===== src/rtl/tga_rle_pixel_decoder_core_defines.svh =====
// Assertion macros for the RLE Targa pixel decoder.
// Included by the RTL files that carry concurrent checks; no other dependencies.
`ifndef TGA_RLE_PIXEL_DECODER_CORE_DEFINES_SVH
`define TGA_RLE_PIXEL_DECODER_CORE_DEFINES_SVH

`ifndef SYNTH
// Implication check, disabled while reset is asserted.
`define TGA_ASSERT(label, clk, rst_n, prop) \
  label: assert property (@(posedge clk) disable iff (!(rst_n)) (prop)) \
    else $error("tga_rle check failed");
// Condition that must never be seen at a clock edge.
`define TGA_ASSERT_NEVER(label, clk, rst_n, cond) \
  label: assert property (@(posedge clk) disable iff (!(rst_n)) !(cond)) \
    else $error("tga_rle forbidden condition seen");
`else
`define TGA_ASSERT(label, clk, rst_n, prop)
`define TGA_ASSERT_NEVER(label, clk, rst_n, cond)
`endif

`endif


===== src/rtl/tga_rle_pkg.sv =====
// Shared types and constants for the RLE Targa pixel decoder.
// No dependencies; imported by every module of the block.
package tga_rle_pkg;

  // Decoder phase
  typedef enum logic [1:0] {
    PH_SPEC   = 2'd0,
    PH_HEADER = 2'd1,
    PH_PIXEL  = 2'd2,
    PH_IDLE   = 2'd3
  } phase_e;

  // Result kind codes
  typedef enum logic {
    KIND_PIXEL = 1'b0,
    KIND_ERROR = 1'b1
  } kind_e;

  localparam logic [2:0] SPEC_LAST  = 3'd5;  // descriptor byte index
  localparam logic [7:0] DEPTH_24   = 8'd24;
  localparam logic [7:0] DEPTH_32   = 8'd32;
  localparam logic [7:0] RUN_BIAS   = 8'd127;
  localparam logic [1:0] LAST_BYTE3 = 2'd2;  // last color byte index, 24 bpp
  localparam logic [1:0] LAST_BYTE4 = 2'd3;  // last color byte index, 32 bpp

  // One input request
  typedef struct packed {
    logic       restart;
    logic [7:0] data_byte;
  } in_item_t;

  // One result
  typedef struct packed {
    kind_e      kind;
    logic [7:0] red;
    logic [7:0] green;
    logic [7:0] blue;
    logic [7:0] alpha;
    logic       has_alpha;
    logic [7:0] run_length;
    logic       last_pixel;
  } result_t;

endpackage


===== src/rtl/tga_rle_in_stage.sv =====
// Input register of the RLE Targa decoder: holds one accepted request.
// Depends on tga_rle_pkg.
module tga_rle_in_stage import tga_rle_pkg::*; (
  input  logic     clk_i,
  input  logic     rst_ni,
  input  logic     in_valid_i,
  output logic     in_ready_o,
  input  in_item_t in_item_i,
  input  logic     advance_i,   // downstream takes the held request this cycle
  output logic     held_valid_o,
  output in_item_t held_item_o
);

  logic     valid_q, valid_d;
  in_item_t item_q;
  logic     load;

  assign in_ready_o = !valid_q || advance_i;
  assign load       = in_valid_i && in_ready_o;

  // Occupancy
  always_comb begin
    valid_d = valid_q;
    if (load) begin
      valid_d = 1'b1;
    end else if (advance_i) begin
      valid_d = 1'b0;
    end
  end

  always_ff @(posedge clk_i or negedge rst_ni) begin
    if (!rst_ni) begin
      valid_q <= 1'b0;
    end else begin
      valid_q <= valid_d;
    end
  end

  // Payload, no reset
  always_ff @(posedge clk_i) begin
    if (load) begin
      item_q <= in_item_i;
    end
  end

  assign held_valid_o = valid_q;
  assign held_item_o  = item_q;

endmodule


===== src/rtl/tga_rle_decode.sv =====
// Stream decoder of the RLE Targa block: image spec, packet headers, pixels.
// Depends on tga_rle_pkg and tga_rle_pixel_decoder_core_defines.svh.
`include "tga_rle_pixel_decoder_core_defines.svh"
module tga_rle_decode import tga_rle_pkg::*; (
  input  logic     clk_i,
  input  logic     rst_ni,
  input  logic     step_i,      // one request is consumed this cycle
  input  in_item_t item_i,
  output logic     res_valid_o,
  output result_t  res_o
);

  phase_e      phase_q, phase_d;
  logic [2:0]  spec_idx_q, spec_idx_d;
  logic [15:0] width_q, width_d;
  logic [15:0] height_q, height_d;
  logic [7:0]  depth_q, depth_d;
  logic        four_q, four_d;
  logic        raw_q, raw_d;
  logic [7:0]  pkt_left_q, pkt_left_d;
  logic [1:0]  bip_q, bip_d;
  logic [23:0] hold_q, hold_d;
  logic [31:0] pix_left_q, pix_left_d;

  phase_e      cur_phase;
  logic [2:0]  cur_idx;
  logic [7:0]  b;
  logic [31:0] area;
  logic [7:0]  count;
  logic        bad_spec;

  assign b        = item_i.data_byte;
  assign area     = {16'd0, width_q} * {16'd0, height_q};
  assign bad_spec = ((depth_q != DEPTH_24) && (depth_q != DEPTH_32))
                    || (width_q == 16'd0) || (height_q == 16'd0);

  // Next state and result
  always_comb begin
    phase_d     = phase_q;
    spec_idx_d  = spec_idx_q;
    width_d     = width_q;
    height_d    = height_q;
    depth_d     = depth_q;
    four_d      = four_q;
    raw_d       = raw_q;
    pkt_left_d  = pkt_left_q;
    bip_d       = bip_q;
    hold_d      = hold_q;
    pix_left_d  = pix_left_q;
    res_valid_o = 1'b0;
    res_o       = '0;
    count       = 8'd0;
    // restart forces the byte into the first spec slot
    cur_phase   = item_i.restart ? PH_SPEC : phase_q;
    cur_idx     = item_i.restart ? 3'd0 : spec_idx_q;

    if (step_i) begin
      case (cur_phase)
        PH_SPEC: begin
          case (cur_idx)
            3'd0: width_d  = {8'd0, b};
            3'd1: width_d  = {b, width_q[7:0]};
            3'd2: height_d = {8'd0, b};
            3'd3: height_d = {b, height_q[7:0]};
            3'd4: depth_d  = b;
            default: ;
          endcase
          phase_d = PH_SPEC;
          if (cur_idx < SPEC_LAST) begin
            spec_idx_d = cur_idx + 3'd1;
          end else begin
            // descriptor byte: spec complete
            spec_idx_d = 3'd0;
            bip_d      = 2'd0;
            pkt_left_d = 8'd0;
            raw_d      = 1'b0;
            hold_d     = 24'd0;
            four_d     = (depth_q == DEPTH_32);
            if (bad_spec) begin
              pix_left_d  = 32'd0;
              phase_d     = PH_IDLE;
              res_valid_o = 1'b1;
              res_o.kind  = KIND_ERROR;
            end else begin
              pix_left_d = area;
              phase_d    = PH_HEADER;
            end
          end
        end

        PH_HEADER: begin
          if (!b[7]) begin
            raw_d      = 1'b1;
            pkt_left_d = b + 8'd1;
          end else begin
            raw_d      = 1'b0;
            pkt_left_d = b - RUN_BIAS;
          end
          bip_d   = 2'd0;
          hold_d  = 24'd0;
          phase_d = PH_PIXEL;
        end

        PH_PIXEL: begin
          if (bip_q < (four_q ? LAST_BYTE4 : LAST_BYTE3)) begin
            case (bip_q)
              2'd0:    hold_d[7:0]   = b;
              2'd1:    hold_d[15:8]  = b;
              default: hold_d[23:16] = b;
            endcase
            bip_d = bip_q + 2'd1;
          end else begin
            // last byte of the pixel: emit
            if (raw_q) begin
              count = 8'd1;
            end else if (pix_left_q < {24'd0, pkt_left_q}) begin
              count = pix_left_q[7:0];
            end else begin
              count = pkt_left_q;
            end
            pix_left_d         = pix_left_q - {24'd0, count};
            pkt_left_d         = raw_q ? (pkt_left_q - 8'd1) : 8'd0;
            res_valid_o        = 1'b1;
            res_o.kind         = KIND_PIXEL;
            res_o.red          = four_q ? hold_q[23:16] : b;
            res_o.green        = hold_q[15:8];
            res_o.blue         = hold_q[7:0];
            res_o.alpha        = four_q ? b : 8'd0;
            res_o.has_alpha    = four_q;
            res_o.run_length   = count;
            res_o.last_pixel   = (pix_left_d == 32'd0);
            bip_d              = 2'd0;
            hold_d             = 24'd0;
            if (pix_left_d == 32'd0) begin
              phase_d = PH_IDLE;
            end else if (pkt_left_d == 8'd0) begin
              phase_d = PH_HEADER;
            end
          end
        end

        default: ;  // idle: byte dropped
      endcase
    end
  end

  // Control state
  always_ff @(posedge clk_i or negedge rst_ni) begin
    if (!rst_ni) begin
      phase_q    <= PH_SPEC;
      spec_idx_q <= 3'd0;
      width_q    <= 16'd0;
      height_q   <= 16'd0;
      depth_q    <= 8'd0;
      four_q     <= 1'b0;
      raw_q      <= 1'b0;
      pkt_left_q <= 8'd0;
      bip_q      <= 2'd0;
      hold_q     <= 24'd0;
      pix_left_q <= 32'd0;
    end else begin
      phase_q    <= phase_d;
      spec_idx_q <= spec_idx_d;
      width_q    <= width_d;
      height_q   <= height_d;
      depth_q    <= depth_d;
      four_q     <= four_d;
      raw_q      <= raw_d;
      pkt_left_q <= pkt_left_d;
      bip_q      <= bip_d;
      hold_q     <= hold_d;
      pix_left_q <= pix_left_d;
    end
  end

  // Checks
  `TGA_ASSERT(a_last_goes_idle, clk_i, rst_ni,
              (res_valid_o && res_o.last_pixel) |=> (phase_q == PH_IDLE))
  `TGA_ASSERT(a_error_no_count, clk_i, rst_ni,
              (res_valid_o && (res_o.kind == KIND_ERROR)) |->
              ((res_o.run_length == 8'd0) && (phase_d == PH_IDLE)))
  `TGA_ASSERT_NEVER(a_pixel_with_none_due, clk_i, rst_ni,
                    (phase_q == PH_PIXEL) && (pix_left_q == 32'd0))
  `TGA_ASSERT(a_run_in_range, clk_i, rst_ni,
              (res_valid_o && (res_o.kind == KIND_PIXEL)) |->
              ((res_o.run_length != 8'd0) && (res_o.run_length <= 8'd128)))

endmodule


===== src/rtl/tga_rle_out_reg.sv =====
// Result register of the RLE Targa decoder, drives the master stream side.
// Depends on tga_rle_pkg.
module tga_rle_out_reg import tga_rle_pkg::*; (
  input  logic    clk_i,
  input  logic    rst_ni,
  input  logic    advance_i,   // register may take a new value this cycle
  input  logic    res_valid_i,
  input  result_t res_i,
  output logic    out_valid_o,
  output result_t out_o
);

  logic    valid_q, valid_d;
  result_t res_q;

  assign valid_d = advance_i ? res_valid_i : valid_q;

  always_ff @(posedge clk_i or negedge rst_ni) begin
    if (!rst_ni) begin
      valid_q <= 1'b0;
    end else begin
      valid_q <= valid_d;
    end
  end

  // Payload, no reset
  always_ff @(posedge clk_i) begin
    if (advance_i && res_valid_i) begin
      res_q <= res_i;
    end
  end

  assign out_valid_o = valid_q;
  assign out_o       = res_q;

endmodule


===== src/rtl/tga_rle_pixel_decoder_core.sv =====
// RLE Targa pixel decoder: one byte per cycle in, one result per pixel, run or bad spec out.
// Path: an accepted byte waits in the input register, is decoded, and its result is registered.
// Throughput: one byte per cycle; set by the single decode step between input and result regs.
// Stalls on the master side hold the result register and backpressure the slave side.
// Reset (rst_ni low, asynchronous) empties both registers and waits for image-spec bytes.
module tga_rle_pixel_decoder_core import tga_rle_pkg::*; (
  input  logic        clk_i,
  input  logic        rst_ni,
  input  logic        s_axis_tvalid,
  output logic        s_axis_tready,
  input  logic [7:0]  s_axis_tdata,   // [7:0] data_byte
  input  logic        s_axis_tuser,   // [0] restart
  output logic        m_axis_tvalid,
  input  logic        m_axis_tready,
  // [7:0] red, [15:8] green, [23:16] blue, [31:24] alpha, [39:32] run_length
  output logic [39:0] m_axis_tdata,
  output logic [1:0]  m_axis_tuser,   // [0] kind, [1] has_alpha
  output logic        m_axis_tlast    // last_pixel
);

  in_item_t in_item, held_item;
  logic     held_valid;
  logic     advance;
  logic     res_valid;
  result_t  res, out_res;

  assign in_item.data_byte = s_axis_tdata;
  assign in_item.restart   = s_axis_tuser;

  // Pipeline moves whenever the result register is free or being drained
  assign advance = !m_axis_tvalid || m_axis_tready;

  tga_rle_in_stage u_in_stage (
    .clk_i        (clk_i),
    .rst_ni       (rst_ni),
    .in_valid_i   (s_axis_tvalid),
    .in_ready_o   (s_axis_tready),
    .in_item_i    (in_item),
    .advance_i    (advance),
    .held_valid_o (held_valid),
    .held_item_o  (held_item)
  );

  tga_rle_decode u_decode (
    .clk_i       (clk_i),
    .rst_ni      (rst_ni),
    .step_i      (held_valid && advance),
    .item_i      (held_item),
    .res_valid_o (res_valid),
    .res_o       (res)
  );

  tga_rle_out_reg u_out_reg (
    .clk_i       (clk_i),
    .rst_ni      (rst_ni),
    .advance_i   (advance),
    .res_valid_i (res_valid),
    .res_i       (res),
    .out_valid_o (m_axis_tvalid),
    .out_o       (out_res)
  );

  assign m_axis_tdata = {out_res.run_length, out_res.alpha, out_res.blue,
                         out_res.green, out_res.red};
  assign m_axis_tuser = {out_res.has_alpha, out_res.kind};
  assign m_axis_tlast = out_res.last_pixel;

endmodule


===== config.mk =====
export PLATFORM = sky130hd
export DESIGN_NAME = tga_rle_pixel_decoder_core
export DESIGN_NICKNAME = d
export VERILOG_FILES = /design/src/rtl/tga_rle_pkg.sv /design/src/rtl/tga_rle_in_stage.sv /design/src/rtl/tga_rle_decode.sv /design/src/rtl/tga_rle_out_reg.sv /design/src/rtl/tga_rle_pixel_decoder_core.sv
export VERILOG_INCLUDE_DIRS = /design/src /design/src/rtl
export SDC_FILE = /design/constraint.sdc
export NUM_CORES = 1
export LEC_CHECK = 0
export BUFFER_PORTS_ARGS = -buffer_cell sky130_fd_sc_hd__buf_2
export CAP_MARGIN = 40
export CORE_ASPECT_RATIO = 0.8
export CORE_MARGIN = 10
export CORE_UTILIZATION = 50
export CTS_CLUSTER_DIAMETER = 50
export DETAILED_ROUTE_END_ITERATION = 8
export HOLD_SLACK_MARGIN = 0.15
export PLACE_DENSITY = 0.73
export SYNTH_ARGS = -nofsm -noshare
export SYNTH_HDL_FRONTEND = slang
export SYNTH_HIERARCHICAL = 1
export SYNTH_SLANG_ARGS = --single-unit

===== constraint.sdc =====
create_clock -name clk_i -period 18 [get_ports clk_i]
set_input_delay 4.5 -clock clk_i [delete_from_list [all_inputs] [get_ports clk_i]]
set_output_delay 4.5 -clock clk_i [all_outputs]
set_load 0.01 [all_outputs]

==> results by group <==
Drt
  – Initial drt markers: 1,245
  – Post-route DRC: 0
  – Routed wire length: 42,400 um
  – DRT Pass-1 Iters: 6
  – Final antenna-violating net count: 0
  – DR WL/cell: 18.6 um
  – Via count: 13,125
  – Vias/cell: 5.75

Synth
  – Top_reg_cell synth: dfrtp_1
  – Area leader, netlist: fa_1
  – Unique masters post-synth: 83
  – Synth Net Count: 2,184
  – Commonest cells post-synth: inv_1, nand2_1, fa_1
  – Post-Syn Area: 17,100 um2
  – FF+latch count, synth: 167
  – Sequential fraction of the synthesis area: 0.260
  – Number of synthesized flops with an enable pin: 52
  – YS warnings: 6
  – Synth Instances: 1,844
  – Most common cell in the netlist: inv_1
  – Async set or reset register ratio after synthesis: 0.689
  – Syn_area_per_cell: 9.27 um2
  – Synth top area cells: fa_1, dfrtp_1, ha_1, edfxtp_1, inv_1
  – Synth top area share: 0.228

STA
  – Endpoints failing hold: 0
  – Achievable Freq: 105 MHz
  – Worst clock skew: 17.3 ps
  – Relative slew slack: 0.409
  – Final setup fails: 0
  – Worst-Margin Slew: 886 ps
  – Max-slew violation total from the final report: 0
  – RSZ-0062 raised after global routing: no
  – Minimum clock period: 9530 ps
  – Worst Setup Slack, final: 8470 ps
  – Final worst-path cycle share: 0.530
  – Post-route setup TNS: 0 ps

Floorplanning
  – Starting Density: 0.507
  – Die area: 42,000 um2
  – FP Rows: 60
  – Core area: 33,700 um2
  – Die Y: 185 um
  – Chip Width: 227 um
  – I/O pin cnt: 58

Cells and area
  – Final core utilization: 0.542
  – Final non-filler cell area: 18,300 um2
  – NumNets Final: 2,177
  – Layout cells sized above 1: 0.0854
  – Area Overhead vs Synth: 6.91%
  – Number of diodes: 0

CTS
  – Root Driver: clkbuf_16
  – Latest clock arrival within the worst-skew pair: 450 ps
  – Clock net sink count: 167
  – Post-CTS sizing: 0
  – CTS Buf Count: 17
  – Setup bufs post-CTS: 0
  – Clk slew on worst S/H paths: 70 ps
  – CTS tree: built
  – Clock tree buffer depth: 2
  – # H-tree levels: 4
  – Hold buffer count at cts: 0

Run status
  – Status: finished, final reports clean

Critical path
  – Slowest stage delay, CP: 150 ps
  – Crit path cell chain: buf_2, nand2b_4, nand2b_4, buf_2
  – CP max-delay cell: nand2b_4
  – Startpoint Class: primary input
  – CP endpoint kind: output port
  – Kind of critical path: primary input to output port
  – Crit path max fanout: 4
  – CP arrival: 5030 ps
  – Worst path required time: 13,500 ps

GRT
  – First-pass GRT wire length: 71,000 um
  – Vias in the first global route: 13,472
  – Total grt overflow: 0
  – Antenna violations before repair: 1
  – Largest net degree at the start of global routing: 59
  – GRT Util Overall: 0.212

Placed design
  – Post-DP Area: 17,600 um2
  – Pre-CTS setup slack: 8470 ps
  – Final HPWL DP: 31,300 um
  – Port bufs: 57
  – GPL Wtd Cong: 0.904

Worst hold path
  – Worst min path class: flop to flop

Job
  – Max-cap violations: 0
[sequential cells by signal (all words and copies together) (netlist names)]
signal	flops
u_decode/depth_q	8
u_decode/height_q	16
u_out_reg/out_valid_o	1
u_decode/spec_idx_q	3
u_decode/hold_q	24
u_decode/pix_left_q	32
u_decode/phase_q	2
u_in_stage/held_item_o	9
u_decode/raw_q	1
u_decode/bip_q	2
u_decode/pkt_left_q	8
u_in_stage/held_valid_o	1
u_decode/four_q	1
u_out_reg/out_o	43
u_decode/width_q	16
[per-layer routing]
layer  part of all wire  global-route usage  up-vias
li1                   -                   -     5978
met1               0.45               0.294     6589
met2               0.46               0.331      480
met3              0.073              0.0427       76
met4              0.019              0.0579        2
met5            0.00028                   0        -
[cells in the final DEF, fill, tap and decap left out, drive strengths merged, types with 20 or more instances in the layout]
master and n:
nor2 80, a21oi 63, o21ai 91, nand2b 23, mux2 25, edfxtp 52, inv 280, a22o 26
buf 70, ha 132, and3 20, dfrtp 115, nand2 266, xnor2 29, nor3 30, nand3 39
and2 107, fa 195
[final timing paths]
kind,startpoint,end,slack (ps),cells past startpoint
worst max register to register,u_decode/width_q[13],u_decode/pix_left_q[25],10870,23
min in group asynchronous,rst_ni,u_decode/pix_left_q[7],4140,1
worst min register to register,u_decode/depth_q[0],u_decode/depth_q[0],500,2
max in group asynchronous,rst_ni,u_decode/hold_q[20],12590,2
worst max-delay path,m_axis_tready,s_axis_tready,8470,4
worst min-delay path,u_decode/depth_q[0],u_decode/depth_q[0],500,2
[per-stage QoR]
stage | hold slack (ps) | cells
4_1_cts | 496 | 2283
3_5_place_dp | 474 | 2251
5_1_grt | 517 | 2284
6_report | 496 | 2284
3_3_place_gp | 467 | 2246
2_1_floorplan | 451 | 1844
[cell families (layout without fill, tap and decap cells)]
group | count (synthesis) | in the layout | share of synthesized area
flip-flops | 167 | 167 | 0.260
adder cells (fa/ha/maj) | 327 | 327 | 0.325
AND/OR/NAND/NOR | 635 | 635 | 0.185
multiplexers | 44 | 44 | 0.0278
XOR/XNOR | 40 | 40 | 0.0209
buffers and inverters | 369 | 375 | 0.0842
AO/OA/AOI/OAI | 262 | 262 | 0.0976
[final cells by class]
| class | count | area [um2] |
|---|---|---|
| flip-flops and latches | 167 | 4440 |
| inverters | 273 | 1020 |
| clock inverters | 15 | 216 |
| clock buffers | 17 | 425 |
| well taps | 434 | 543 |
| repair buffers | 70 | 410 |
| multi-input cells | 1308 | 11200 |
| fillers | 2940 | 15400 |
[critical path, delay by kind of cell]
kind / cells / cell delay (ps)
buf+inv: 2 / 240
simple gates: 2 / 300
Power is left out: the tool's default activity adds up to more than one toggle a clock period on the data nets, which glitch-free logic cannot reach.
